==> src/design/bmc_pkg.sv <==
// ----------------------------------------------------------------------------
// bmc_pkg : shared types and codes for the backtracking maze carver
// Direction codes, carving phases and the packed cell word kept in memory.
// ----------------------------------------------------------------------------
package bmc_pkg;

    localparam logic [1:0] DIR_UP    = 2'd0;
    localparam logic [1:0] DIR_DOWN  = 2'd1;
    localparam logic [1:0] DIR_LEFT  = 2'd2;
    localparam logic [1:0] DIR_RIGHT = 2'd3;

    localparam logic ACT_START = 1'b0;

    localparam logic SIDE_UPPER = 1'b0;
    localparam logic SIDE_LEFT  = 1'b1;

    localparam logic KIND_CARVE = 1'b0;
    localparam logic KIND_OPEN  = 1'b1;

    typedef enum logic [1:0] {
        PH_CHECK = 2'd0,
        PH_CARVE = 2'd1,
        PH_FINAL = 2'd2,
        PH_DONE  = 2'd3
    } phase_t;

    typedef struct packed {
        logic vis;
        logic up;
        logic left;
    } cell_word_t;

    localparam int CELL_WORD_W = $bits(cell_word_t);

endpackage

==> src/design/bmc_ram.sv <==
// ----------------------------------------------------------------------------
// bmc_ram : single write port, single read port synchronous RAM
// Read data is registered and appears in the cycle after the read request.
// ----------------------------------------------------------------------------
module bmc_ram #(
    parameter int DATA_W = 3,
    parameter int ADDR_W = 8
) (
    input  logic              clk,
    input  logic              we,
    input  logic [ADDR_W-1:0] waddr,
    input  logic [DATA_W-1:0] wdata,
    input  logic              re,
    input  logic [ADDR_W-1:0] raddr,
    output logic [DATA_W-1:0] rdata
);

    logic [DATA_W-1:0] mem [2**ADDR_W];

    always_ff @(posedge clk)
    begin
        if (we)
        begin
            mem[waddr] <= wdata;
        end
    end

    always_ff @(posedge clk)
    begin
        if (re)
        begin
            rdata <= mem[raddr];
        end
    end

endmodule

==> src/design/backtracking_maze_carver_top.sv <==
// ----------------------------------------------------------------------------
// backtracking_maze_carver_top : randomized depth-first maze carver
// Sequencer around a cell memory (visited and wall bits) and a link memory.
// ----------------------------------------------------------------------------
// Input channel (in_valid / in_stall): one beat is a command. action 0 starts
// a new maze, action 1 supplies one 2-bit direction draw. Output channel
// (out_valid / out_stall): one beat per cleared wall, zero or one per draw,
// the last wall of the maze flagged by maze_done. cfg_we / cfg_wdata set the
// dead-end opening enable; write only while the block is idle.
// A draw reads the current cell and its four neighbors through the single
// cell-memory read port, then decides. Each backtrack step adds one link-memory
// read plus a new 5-cell gather. A carve or opening writes 1 or 2 words, then
// the result is loaded into the output register; after the last carve the
// final cell is gathered and checked before the result is loaded. One draw is
// in flight at a time.
// Reset and a start command both run a clearing pass over the cell memory,
// one write per cell for all GRID_WIDTH*GRID_HEIGHT cells; in_stall is high
// during it. If the receiver stalls, the finished beat waits in the output
// register and the sequencer holds before loading the next one.
// ----------------------------------------------------------------------------
module backtracking_maze_carver_top
    import bmc_pkg::*;
#(
    parameter int GRID_WIDTH  = 16,
    parameter int GRID_HEIGHT = 16
) (
    input  logic       clk,
    input  logic       rst_n,
    input  logic       cfg_we,
    input  logic       cfg_wdata,
    input  logic       in_valid,
    output logic       in_stall,
    input  logic       action,
    input  logic [1:0] direction_draw,
    output logic       out_valid,
    input  logic       out_stall,
    output logic [3:0] wall_cell_x,
    output logic [3:0] wall_cell_y,
    output logic       wall_side,
    output logic       opening_kind,
    output logic       maze_done
);

    localparam int CELLS = GRID_WIDTH * GRID_HEIGHT;
    localparam int TOTAL = (GRID_WIDTH - 2) * (GRID_HEIGHT - 2);
    localparam int XW    = $clog2(GRID_WIDTH);
    localparam int YW    = $clog2(GRID_HEIGHT);
    localparam int AW    = $clog2(CELLS);
    localparam int CW    = $clog2(TOTAL + 1);
    localparam int BW    = $clog2(CELLS + 1);
    localparam int LW    = XW + YW;

    localparam logic [XW-1:0] X_ONE  = XW'(1);
    localparam logic [YW-1:0] Y_ONE  = YW'(1);
    localparam logic [XW-1:0] X_LAST = XW'(GRID_WIDTH - 1);
    localparam logic [YW-1:0] Y_LAST = YW'(GRID_HEIGHT - 1);
    localparam logic [XW-1:0] X_EDGE = XW'(GRID_WIDTH - 2);
    localparam logic [YW-1:0] Y_EDGE = YW'(GRID_HEIGHT - 2);

    // gather slots: center, then neighbor in direction code order
    localparam logic [2:0] SLOT_C = 3'd0;
    localparam logic [2:0] SLOT_U = 3'd1;
    localparam logic [2:0] SLOT_D = 3'd2;
    localparam logic [2:0] SLOT_L = 3'd3;
    localparam logic [2:0] SLOT_R = 3'd4;

    typedef enum logic [3:0] {
        S_CLEAR,
        S_IDLE,
        S_RD,
        S_WAIT,
        S_DECIDE,
        S_LINKW,
        S_WR1,
        S_WR2,
        S_EMIT
    } state_t;

    function automatic logic [AW-1:0] cell_idx(input logic [XW-1:0] x,
                                               input logic [YW-1:0] y);
        return AW'(AW'(y) * AW'(GRID_WIDTH)) + AW'(x);
    endfunction

    state_t            state_reg;
    phase_t            phase_reg;
    logic              ode_reg;
    logic [XW-1:0]     cur_x_reg;
    logic [YW-1:0]     cur_y_reg;
    logic [CW-1:0]     cnt_reg;
    logic [BW-1:0]     bt_cnt_reg;
    logic [1:0]        dir_reg;
    logic [2:0]        rd_k_reg;
    logic              rvalid_reg;
    logic [2:0]        rslot_reg;
    cell_word_t        nb_reg [5];
    logic              post_carve_reg;
    logic [XW-1:0]     clr_x_reg;
    logic [YW-1:0]     clr_y_reg;

    logic              carve_reg;
    logic              wr2_en_reg;
    logic [AW-1:0]     wr1_addr_reg;
    cell_word_t        wr1_data_reg;
    logic [AW-1:0]     wr2_addr_reg;
    cell_word_t        wr2_data_reg;
    logic [XW-1:0]     n_x_reg;
    logic [YW-1:0]     n_y_reg;
    logic [XW-1:0]     wx_reg;
    logic [YW-1:0]     wy_reg;
    logic              side_reg;
    logic              kind_reg;
    logic              done_reg;

    logic              out_valid_reg;
    logic [3:0]        out_x_reg;
    logic [3:0]        out_y_reg;
    logic              out_side_reg;
    logic              out_kind_reg;
    logic              out_done_reg;

    // memory ports
    logic              cell_we;
    logic [AW-1:0]     cell_waddr;
    cell_word_t        cell_wdata;
    logic              cell_re;
    logic [AW-1:0]     cell_raddr;
    logic [CELL_WORD_W-1:0] cell_rdata;
    logic              link_we;
    logic              link_re;
    logic [LW-1:0]     link_rdata;

    // decision terms
    logic [XW-1:0]     rd_x;
    logic [YW-1:0]     rd_y;
    logic              dead;
    logic [3:0]        tgt_ok;
    logic              can_open;
    logic              need_open;
    logic [2:0]        n_slot;
    logic [XW-1:0]     nx;
    logic [YW-1:0]     ny;
    logic [XW-1:0]     wx;
    logic [YW-1:0]     wy;
    logic              side;
    logic [AW-1:0]     open_addr;
    cell_word_t        open_data;
    logic [AW-1:0]     c1_addr;
    cell_word_t        c1_data;
    logic [AW-1:0]     c2_addr;
    cell_word_t        c2_data;
    logic              c2_en;
    cell_word_t        clr_word;
    logic [CW-1:0]     cnt_inc;
    logic              out_free;
    logic              clr_border;

    bmc_ram #(
        .DATA_W (CELL_WORD_W),
        .ADDR_W (AW)
    ) u_cell_ram (
        .clk   (clk),
        .we    (cell_we),
        .waddr (cell_waddr),
        .wdata (cell_wdata),
        .re    (cell_re),
        .raddr (cell_raddr),
        .rdata (cell_rdata)
    );

    bmc_ram #(
        .DATA_W (LW),
        .ADDR_W (AW)
    ) u_link_ram (
        .clk   (clk),
        .we    (link_we),
        .waddr (cell_idx(n_x_reg, n_y_reg)),
        .wdata ({cur_y_reg, cur_x_reg}),
        .re    (link_re),
        .raddr (cell_idx(cur_x_reg, cur_y_reg)),
        .rdata (link_rdata)
    );

    always_comb
    begin
        rd_x = cur_x_reg;
        rd_y = cur_y_reg;
        case (rd_k_reg)
            SLOT_U:  rd_y = cur_y_reg - Y_ONE;
            SLOT_D:  rd_y = cur_y_reg + Y_ONE;
            SLOT_L:  rd_x = cur_x_reg - X_ONE;
            SLOT_R:  rd_x = cur_x_reg + X_ONE;
            default: ;
        endcase
    end

    always_comb
    begin
        clr_border = (clr_x_reg == '0) || (clr_x_reg == X_LAST) ||
                     (clr_y_reg == '0) || (clr_y_reg == Y_LAST);
        clr_word.vis  = clr_border || (clr_x_reg == X_ONE && clr_y_reg == Y_ONE);
        clr_word.up   = !((clr_x_reg == '0) || (clr_x_reg == X_LAST) ||
                          (clr_y_reg == '0));
        clr_word.left = !((clr_x_reg == '0) || (clr_y_reg == '0) ||
                          (clr_y_reg == Y_LAST));
    end

    always_comb
    begin
        dead = nb_reg[SLOT_U].vis && nb_reg[SLOT_D].vis &&
               nb_reg[SLOT_L].vis && nb_reg[SLOT_R].vis;
        tgt_ok[DIR_UP]    = nb_reg[SLOT_C].up   && (cur_y_reg != Y_ONE);
        tgt_ok[DIR_DOWN]  = nb_reg[SLOT_D].up   && (cur_y_reg != Y_EDGE);
        tgt_ok[DIR_LEFT]  = nb_reg[SLOT_C].left && (cur_x_reg != X_ONE);
        tgt_ok[DIR_RIGHT] = nb_reg[SLOT_R].left && (cur_x_reg != X_EDGE);
        can_open  = |tgt_ok;
        need_open = ode_reg && dead && can_open;
        n_slot    = {1'b0, dir_reg} + 3'd1;

        nx      = cur_x_reg;
        ny      = cur_y_reg;
        wx      = cur_x_reg;
        wy      = cur_y_reg;
        side    = SIDE_UPPER;
        open_addr = cell_idx(cur_x_reg, cur_y_reg);
        open_data = nb_reg[SLOT_C];
        c1_addr = cell_idx(cur_x_reg, cur_y_reg);
        c1_data = nb_reg[SLOT_C];
        c2_data = nb_reg[SLOT_C];
        c2_en   = 1'b0;
        case (dir_reg)
            DIR_UP:
            begin
                ny = cur_y_reg - Y_ONE;
                open_data.up = 1'b0;
                c1_data.up   = 1'b0;
                c2_data      = nb_reg[SLOT_U];
                c2_data.vis  = 1'b1;
                c2_en        = 1'b1;
            end
            DIR_DOWN:
            begin
                ny = cur_y_reg + Y_ONE;
                wy = cur_y_reg + Y_ONE;
                open_addr    = cell_idx(cur_x_reg, cur_y_reg + Y_ONE);
                open_data    = nb_reg[SLOT_D];
                open_data.up = 1'b0;
                c1_addr      = open_addr;
                c1_data      = open_data;
                c1_data.vis  = 1'b1;
            end
            DIR_LEFT:
            begin
                nx   = cur_x_reg - X_ONE;
                side = SIDE_LEFT;
                open_data.left = 1'b0;
                c1_data.left   = 1'b0;
                c2_data        = nb_reg[SLOT_L];
                c2_data.vis    = 1'b1;
                c2_en          = 1'b1;
            end
            default:
            begin
                nx   = cur_x_reg + X_ONE;
                wx   = cur_x_reg + X_ONE;
                side = SIDE_LEFT;
                open_addr      = cell_idx(cur_x_reg + X_ONE, cur_y_reg);
                open_data      = nb_reg[SLOT_R];
                open_data.left = 1'b0;
                c1_addr        = open_addr;
                c1_data        = open_data;
                c1_data.vis    = 1'b1;
            end
        endcase
        c2_addr = cell_idx(nx, ny);
        cnt_inc = cnt_reg + CW'(1);
        out_free = !out_valid_reg || !out_stall;
    end

    always_comb
    begin
        cell_we    = 1'b0;
        cell_waddr = wr1_addr_reg;
        cell_wdata = wr1_data_reg;
        case (state_reg)
            S_CLEAR:
            begin
                cell_we    = 1'b1;
                cell_waddr = cell_idx(clr_x_reg, clr_y_reg);
                cell_wdata = clr_word;
            end
            S_WR1:
            begin
                cell_we = 1'b1;
            end
            S_WR2:
            begin
                cell_we    = 1'b1;
                cell_waddr = wr2_addr_reg;
                cell_wdata = wr2_data_reg;
            end
            default: ;
        endcase
        cell_re    = (state_reg == S_RD);
        cell_raddr = cell_idx(rd_x, rd_y);
        link_we    = (state_reg == S_WR1) && carve_reg;
        link_re    = (state_reg == S_DECIDE);
    end

    always_ff @(posedge clk or negedge rst_n)
    begin
        if (!rst_n)
        begin
            state_reg      <= S_CLEAR;
            phase_reg      <= PH_CHECK;
            ode_reg        <= 1'b1;
            cur_x_reg      <= X_ONE;
            cur_y_reg      <= Y_ONE;
            cnt_reg        <= CW'(1);
            bt_cnt_reg     <= '0;
            rd_k_reg       <= '0;
            rvalid_reg     <= 1'b0;
            rslot_reg      <= '0;
            post_carve_reg <= 1'b0;
            clr_x_reg      <= '0;
            clr_y_reg      <= '0;
            out_valid_reg  <= 1'b0;
        end
        else
        begin
            if (cfg_we)
            begin
                ode_reg <= cfg_wdata;
            end
            if (out_valid_reg && !out_stall && (state_reg != S_EMIT))
            begin
                out_valid_reg <= 1'b0;
            end

            rvalid_reg <= (state_reg == S_RD);
            rslot_reg  <= rd_k_reg;
            if (rvalid_reg)
            begin
                nb_reg[rslot_reg] <= cell_word_t'(cell_rdata);
            end

            case (state_reg)
                S_CLEAR:
                begin
                    if (clr_x_reg == X_LAST)
                    begin
                        clr_x_reg <= '0;
                        if (clr_y_reg == Y_LAST)
                        begin
                            clr_y_reg <= '0;
                            state_reg <= S_IDLE;
                        end
                        else
                        begin
                            clr_y_reg <= clr_y_reg + Y_ONE;
                        end
                    end
                    else
                    begin
                        clr_x_reg <= clr_x_reg + X_ONE;
                    end
                end
                S_IDLE:
                begin
                    if (in_valid)
                    begin
                        if (action == ACT_START)
                        begin
                            cur_x_reg      <= X_ONE;
                            cur_y_reg      <= Y_ONE;
                            cnt_reg        <= CW'(1);
                            phase_reg      <= PH_CHECK;
                            post_carve_reg <= 1'b0;
                            state_reg      <= S_CLEAR;
                        end
                        else if (phase_reg != PH_DONE)
                        begin
                            dir_reg    <= direction_draw;
                            bt_cnt_reg <= '0;
                            rd_k_reg   <= '0;
                            state_reg  <= S_RD;
                        end
                    end
                end
                S_RD:
                begin
                    if (rd_k_reg == SLOT_R)
                    begin
                        state_reg <= S_WAIT;
                    end
                    else
                    begin
                        rd_k_reg <= rd_k_reg + 3'd1;
                    end
                end
                S_WAIT:
                begin
                    state_reg <= S_DECIDE;
                end
                S_DECIDE:
                begin
                    rd_k_reg <= '0;
                    if (post_carve_reg)
                    begin
                        // last carve: check the final cell for a dead end
                        post_carve_reg <= 1'b0;
                        done_reg  <= !need_open;
                        phase_reg <= need_open ? PH_FINAL : PH_DONE;
                        state_reg <= S_EMIT;
                    end
                    else
                    begin
                        wx_reg   <= wx;
                        wy_reg   <= wy;
                        side_reg <= side;
                        n_x_reg  <= nx;
                        n_y_reg  <= ny;
                        // dead-end opening is only tried at the cell the draw started on
                        if ((phase_reg == PH_FINAL) ||
                            ((phase_reg == PH_CHECK) && need_open && (bt_cnt_reg == '0)))
                        begin
                            if (phase_reg == PH_FINAL && !can_open)
                            begin
                                phase_reg <= PH_DONE;
                                state_reg <= S_IDLE;
                            end
                            else if (tgt_ok[dir_reg])
                            begin
                                carve_reg    <= 1'b0;
                                wr2_en_reg   <= 1'b0;
                                wr1_addr_reg <= open_addr;
                                wr1_data_reg <= open_data;
                                kind_reg     <= KIND_OPEN;
                                done_reg     <= (phase_reg == PH_FINAL);
                                phase_reg    <= (phase_reg == PH_FINAL) ? PH_DONE : PH_CARVE;
                                state_reg    <= S_WR1;
                            end
                            else
                            begin
                                state_reg <= S_IDLE;
                            end
                        end
                        else if (dead)
                        begin
                            // backtrack one link; the link read is issued this cycle
                            if (bt_cnt_reg != BW'(CELLS))
                            begin
                                state_reg <= S_LINKW;
                            end
                            else
                            begin
                                state_reg <= S_IDLE;
                            end
                        end
                        else if (!nb_reg[n_slot].vis)
                        begin
                            carve_reg    <= 1'b1;
                            wr2_en_reg   <= c2_en;
                            wr1_addr_reg <= c1_addr;
                            wr1_data_reg <= c1_data;
                            wr2_addr_reg <= c2_addr;
                            wr2_data_reg <= c2_data;
                            kind_reg     <= KIND_CARVE;
                            done_reg     <= 1'b0;
                            state_reg    <= S_WR1;
                        end
                        else
                        begin
                            state_reg <= S_IDLE;
                        end
                    end
                end
                S_LINKW:
                begin
                    cur_x_reg  <= link_rdata[XW-1:0];
                    cur_y_reg  <= link_rdata[LW-1:XW];
                    bt_cnt_reg <= bt_cnt_reg + BW'(1);
                    rd_k_reg   <= '0;
                    state_reg  <= S_RD;
                end
                S_WR1, S_WR2:
                begin
                    if (state_reg == S_WR1 && wr2_en_reg)
                    begin
                        state_reg <= S_WR2;
                    end
                    else if (carve_reg)
                    begin
                        cur_x_reg <= n_x_reg;
                        cur_y_reg <= n_y_reg;
                        cnt_reg   <= cnt_inc;
                        if (cnt_inc >= CW'(TOTAL))
                        begin
                            post_carve_reg <= 1'b1;
                            rd_k_reg       <= '0;
                            state_reg      <= S_RD;
                        end
                        else
                        begin
                            phase_reg <= PH_CHECK;
                            state_reg <= S_EMIT;
                        end
                    end
                    else
                    begin
                        state_reg <= S_EMIT;
                    end
                end
                S_EMIT:
                begin
                    if (out_free)
                    begin
                        out_valid_reg <= 1'b1;
                        out_x_reg     <= 4'(wx_reg);
                        out_y_reg     <= 4'(wy_reg);
                        out_side_reg  <= side_reg;
                        out_kind_reg  <= kind_reg;
                        out_done_reg  <= done_reg;
                        state_reg     <= S_IDLE;
                    end
                end
                default:
                begin
                    state_reg <= S_IDLE;
                end
            endcase
        end
    end

    assign in_stall     = (state_reg != S_IDLE);
    assign out_valid    = out_valid_reg;
    assign wall_cell_x  = out_x_reg;
    assign wall_cell_y  = out_y_reg;
    assign wall_side    = out_side_reg;
    assign opening_kind = out_kind_reg;
    assign maze_done    = out_done_reg;

endmodule
==> config.mk <==
export PLATFORM = sky130hd
export DESIGN_NAME = backtracking_maze_carver_top
export DESIGN_NICKNAME = d
export VERILOG_FILES = /design/src/design/bmc_pkg.sv /design/src/design/bmc_ram.sv /design/src/design/backtracking_maze_carver_top.sv
export SDC_FILE = /design/constraint.sdc
export NUM_CORES = 2
export LEC_CHECK = 0
export ABC_AREA = 1
export BUFFER_PORTS_ARGS = -buffer_cell sky130_fd_sc_hd__buf_2
export CAP_MARGIN = 20
export CORE_ASPECT_RATIO = 2
export CORE_MARGIN = 2
export CORE_UTILIZATION = 60
export CTS_BUF_LIST = sky130_fd_sc_hd__clkbuf_2 sky130_fd_sc_hd__clkbuf_4 sky130_fd_sc_hd__clkbuf_8
export DETAILED_ROUTE_END_ITERATION = 6
export PLACE_DENSITY = 0.85
export SETUP_SLACK_MARGIN = 0.15
export SLEW_MARGIN = 20
export SYNTH_ARGS = -nofsm -noshare
export SYNTH_HDL_FRONTEND = slang
export SYNTH_HIERARCHICAL = 1
export SYNTH_SLANG_ARGS = --single-unit
==> constraint.sdc <==
create_clock -name clk -period 9 [get_ports clk]
set_input_delay 1.35 -clock clk [delete_from_list [all_inputs] [get_ports clk]]
set_output_delay 1.35 -clock clk [all_outputs]
set_load 0.01 [all_outputs]
==> metrics <==
status=finished with violations; failing checks=design-rule violations; CTS tree=yes; clock skew=roughly 0.10 ns; Top Usage Layer GRT=met2; Post-synth EDFFs=2901; maximum vdd ir drop=around 0.53 mV; Worst path slowest cell=dfstp_4; met1 usage=0.3199; Hold Path Class=primary input to async pin; fmax=between 150 and 200 MHz; PwrDens=around 350 mW/mm²; critical path's largest stage delay=1.16 ns; syn_nets=between 10000 and 15000; predominant post-synthesis flop cell=edfxtp_1; Clk Latency, worst-skew pair=between 1 and 1.5 ns; DR pass1 iterations=7; Worst EP arrival=roughly 6.5 ns; Slew @ Worst Pin=roughly 1.3 ns; worst-case clock buffer depth=4; most common cell after layout, fill and taps aside=nand2_1; GRT Util Overall=0.3029; Setup Viol. Count Final=0; initial antenna violation count=4; layout cell share with drive strength beyond 1=0.07381; Largest register FFs=2048; post-DP HPWL=roughly 190000 µm; die height=between 600 and 700 µm; Setup Buffers After CTS=0; GR Util met3=0.05324; IO buf count=21; hold_ws=~0.28 ns; clock-pin slew on the worst setup and hold paths=approximately 0.070 ns; Syn. warnings=6; Yosys cell types=51; Syn-to-layout area delta=7.043%; register area share after synthesis=0.7224; pre-CTS setup slack=3.354 ns; Worst Path Required=approximately 9.7 ns; I/O Pins=22; global-route wire length before repair=around 470000 µm; number of global-route vias before repair=82780; crit-path max FO=about 110; critical path startpoint category=flop; Syn Inst Count=around 11000; Tmin final=~5.8 ns; Async SR Flop Fraction=0.01661; Nets=roughly 10000; final hold vios=0; Num CTS Buffers=~380; CP endpoint kind=flop; Pins Over Slew Limit=0; RSZ-0062 raised after global routing=no; chip width=roughly 320 µm; dominant cells by area after synthesis=edfxtp_1 71%, nand3_1 11%, nand2_1 9.6%; Pleak=roughly 46 nW; crit-path cells=inv_1 > ha_1 > nand2_1 > o221ai_4 > buf_4 > inv_6 > buf_4 > nand3_1 > nand3_1 > nand3_1 > nand3_1 > nand2_1 > nand2_1 > nand3_1 > nand3_1 > nand2_1; gpl congestion=0.9564; Initial DRC Count=~12000; DRC=65; htree depth=5; delay-heaviest family, CP=buffers and inverters; CTS Hold Buffers Added=0; slew margin rel.=0.1568; cell repeated most along the worst path=nand3_1; worst setup path class=flop to flop; per-cell routed wire length=23.83 µm; Mapped Avg Cell Area=around 12 µm²; grt total ovfl=0; initial core utilization=0.6028; Root Driver=clkbuf_8; maxcap violations=0; vias=84070; commonest non-fill, non-tap cells in the layout=3123 x nand2_1, 2901 x edfxtp_1, 2799 x nand3_1; Yosys top cell area share=0.7123; Final Cycle Share=0.6424; row count=between 200 and 250; full die area=0.2077 mm²; # resized after CTS=0; Total Wirelength=around 320000 µm; Mapped Area=roughly 0.12 mm²; DRT antenna net count=0; core area=0.2029 mm²; setup ws final=roughly 3.2 ns; via/cell ratio=6.282; Seq cells post-synth=between 2000 and 3000; CP bufs+invs=4; GR Layer Usage met2=0.5189; cell taking the most area after synthesis=edfxtp_1; largest net degree at the start of global routing=281; # clock sinks=2950
[report_power, final]
group          switching [W]  internal [W]  total, W
registers           0.000447        0.0178    0.0182
clock network        0.00484       0.00503   0.00988
logic                 0.0136       0.00413    0.0177
[per-layer routing]
metal / part of all wire / vias to the layer above
li1: - / 36780
met1: 0.30 / 39860
met2: 0.51 / 5856
met3: 0.095 / 1569
met4: 0.10 / 2
met5: 0.000041 / -
[synth_stat cells (4+ instances only)]
cell type  instances
nor2_2             7
buf_4             59
edfxtp_1        2901
inv_2             11
dfstp_2            4
dfrtp_1           45
nor3_1             8
o21ai_1            6
o221ai_1           8
nand3_1         2799
a22oi_1            5
o211ai_1          15
a31oi_1            7
inv_1            147
a21oi_1           12
nor2_1           623
o22ai_1            6
nand2_1         3142
nor4_1             4
nor2_4             6
buf_6             53
xnor2_1            4
xor2_1            12
clkbuf_1         161
buf_2            361
nand2_2            4
nand4_1            7
ha_1              29
buf_1             53
o21ai_0           23
[through the flow]
step	power, W	utilization	area (µm²)	instances	TNS [ns]
6_report	0.04584	0.6452	130900	13380	0
2_1_floorplan	0.03079	-	122300	10550	-71.84
3_5_place_dp	0.03543	0.6071	123200	12690	0
3_3_place_gp	0.03480	0.6069	123100	12680	0
5_1_grt	0.04755	0.6451	130900	13380	0
4_1_cts	0.04517	0.6445	130800	13370	0
[path summary, 6_finish.rpt]
kind	from	endpoint	slack, ns	depth (start not counted)
worst max-delay path	cur_x_reg[0]$_DFFE_PN1P_	u_cell_ram/rdata[1]$_DFFE_PP_	3.22	16
worst min-delay path	rst_n	bt_cnt_reg[1]$_DFFE_PN0P_	0.28	1
worst max register to register	cur_x_reg[0]$_DFFE_PN1P_	u_cell_ram/rdata[1]$_DFFE_PP_	3.22	16
worst min register to register	wx_reg[0]$_DFFE_PP_	wall_cell_x[0]$_DFFE_PP_	0.42	0
max in group asynchronous	rst_n	cur_y_reg[1]$_DFFE_PN0P_	7.79	2
min in group clk	wx_reg[0]$_DFFE_PP_	wall_cell_x[0]$_DFFE_PP_	0.42	0
[layout make-up]
type                       count  area [µm²]
inverter                     162       664.4
timing repair buffer         113        1090
clock inverter               226        1714
clock buffer                 460        5868
fill                       13670       71990
sequential                  2950       88380
antenna                        7       17.52
tap                         2714        3396
multi-input combinational   6751       29780
[cell families (layout without fill, tap and decap cells)]
logic type	count (synthesis)	after routing	synth area share
AOI/OAI and AO/OA	94	94	0.005136
xor gates and xnor gates	16	16	0.001146
adders and majority gates	29	29	0.002967
buffers and inverters	853	961	0.03534
DFF	2950	2950	0.7224
other	0	7	0
and+or+nand+nor	6612	6612	0.2330
Note: power is estimated with default switching activity, not from simulation.
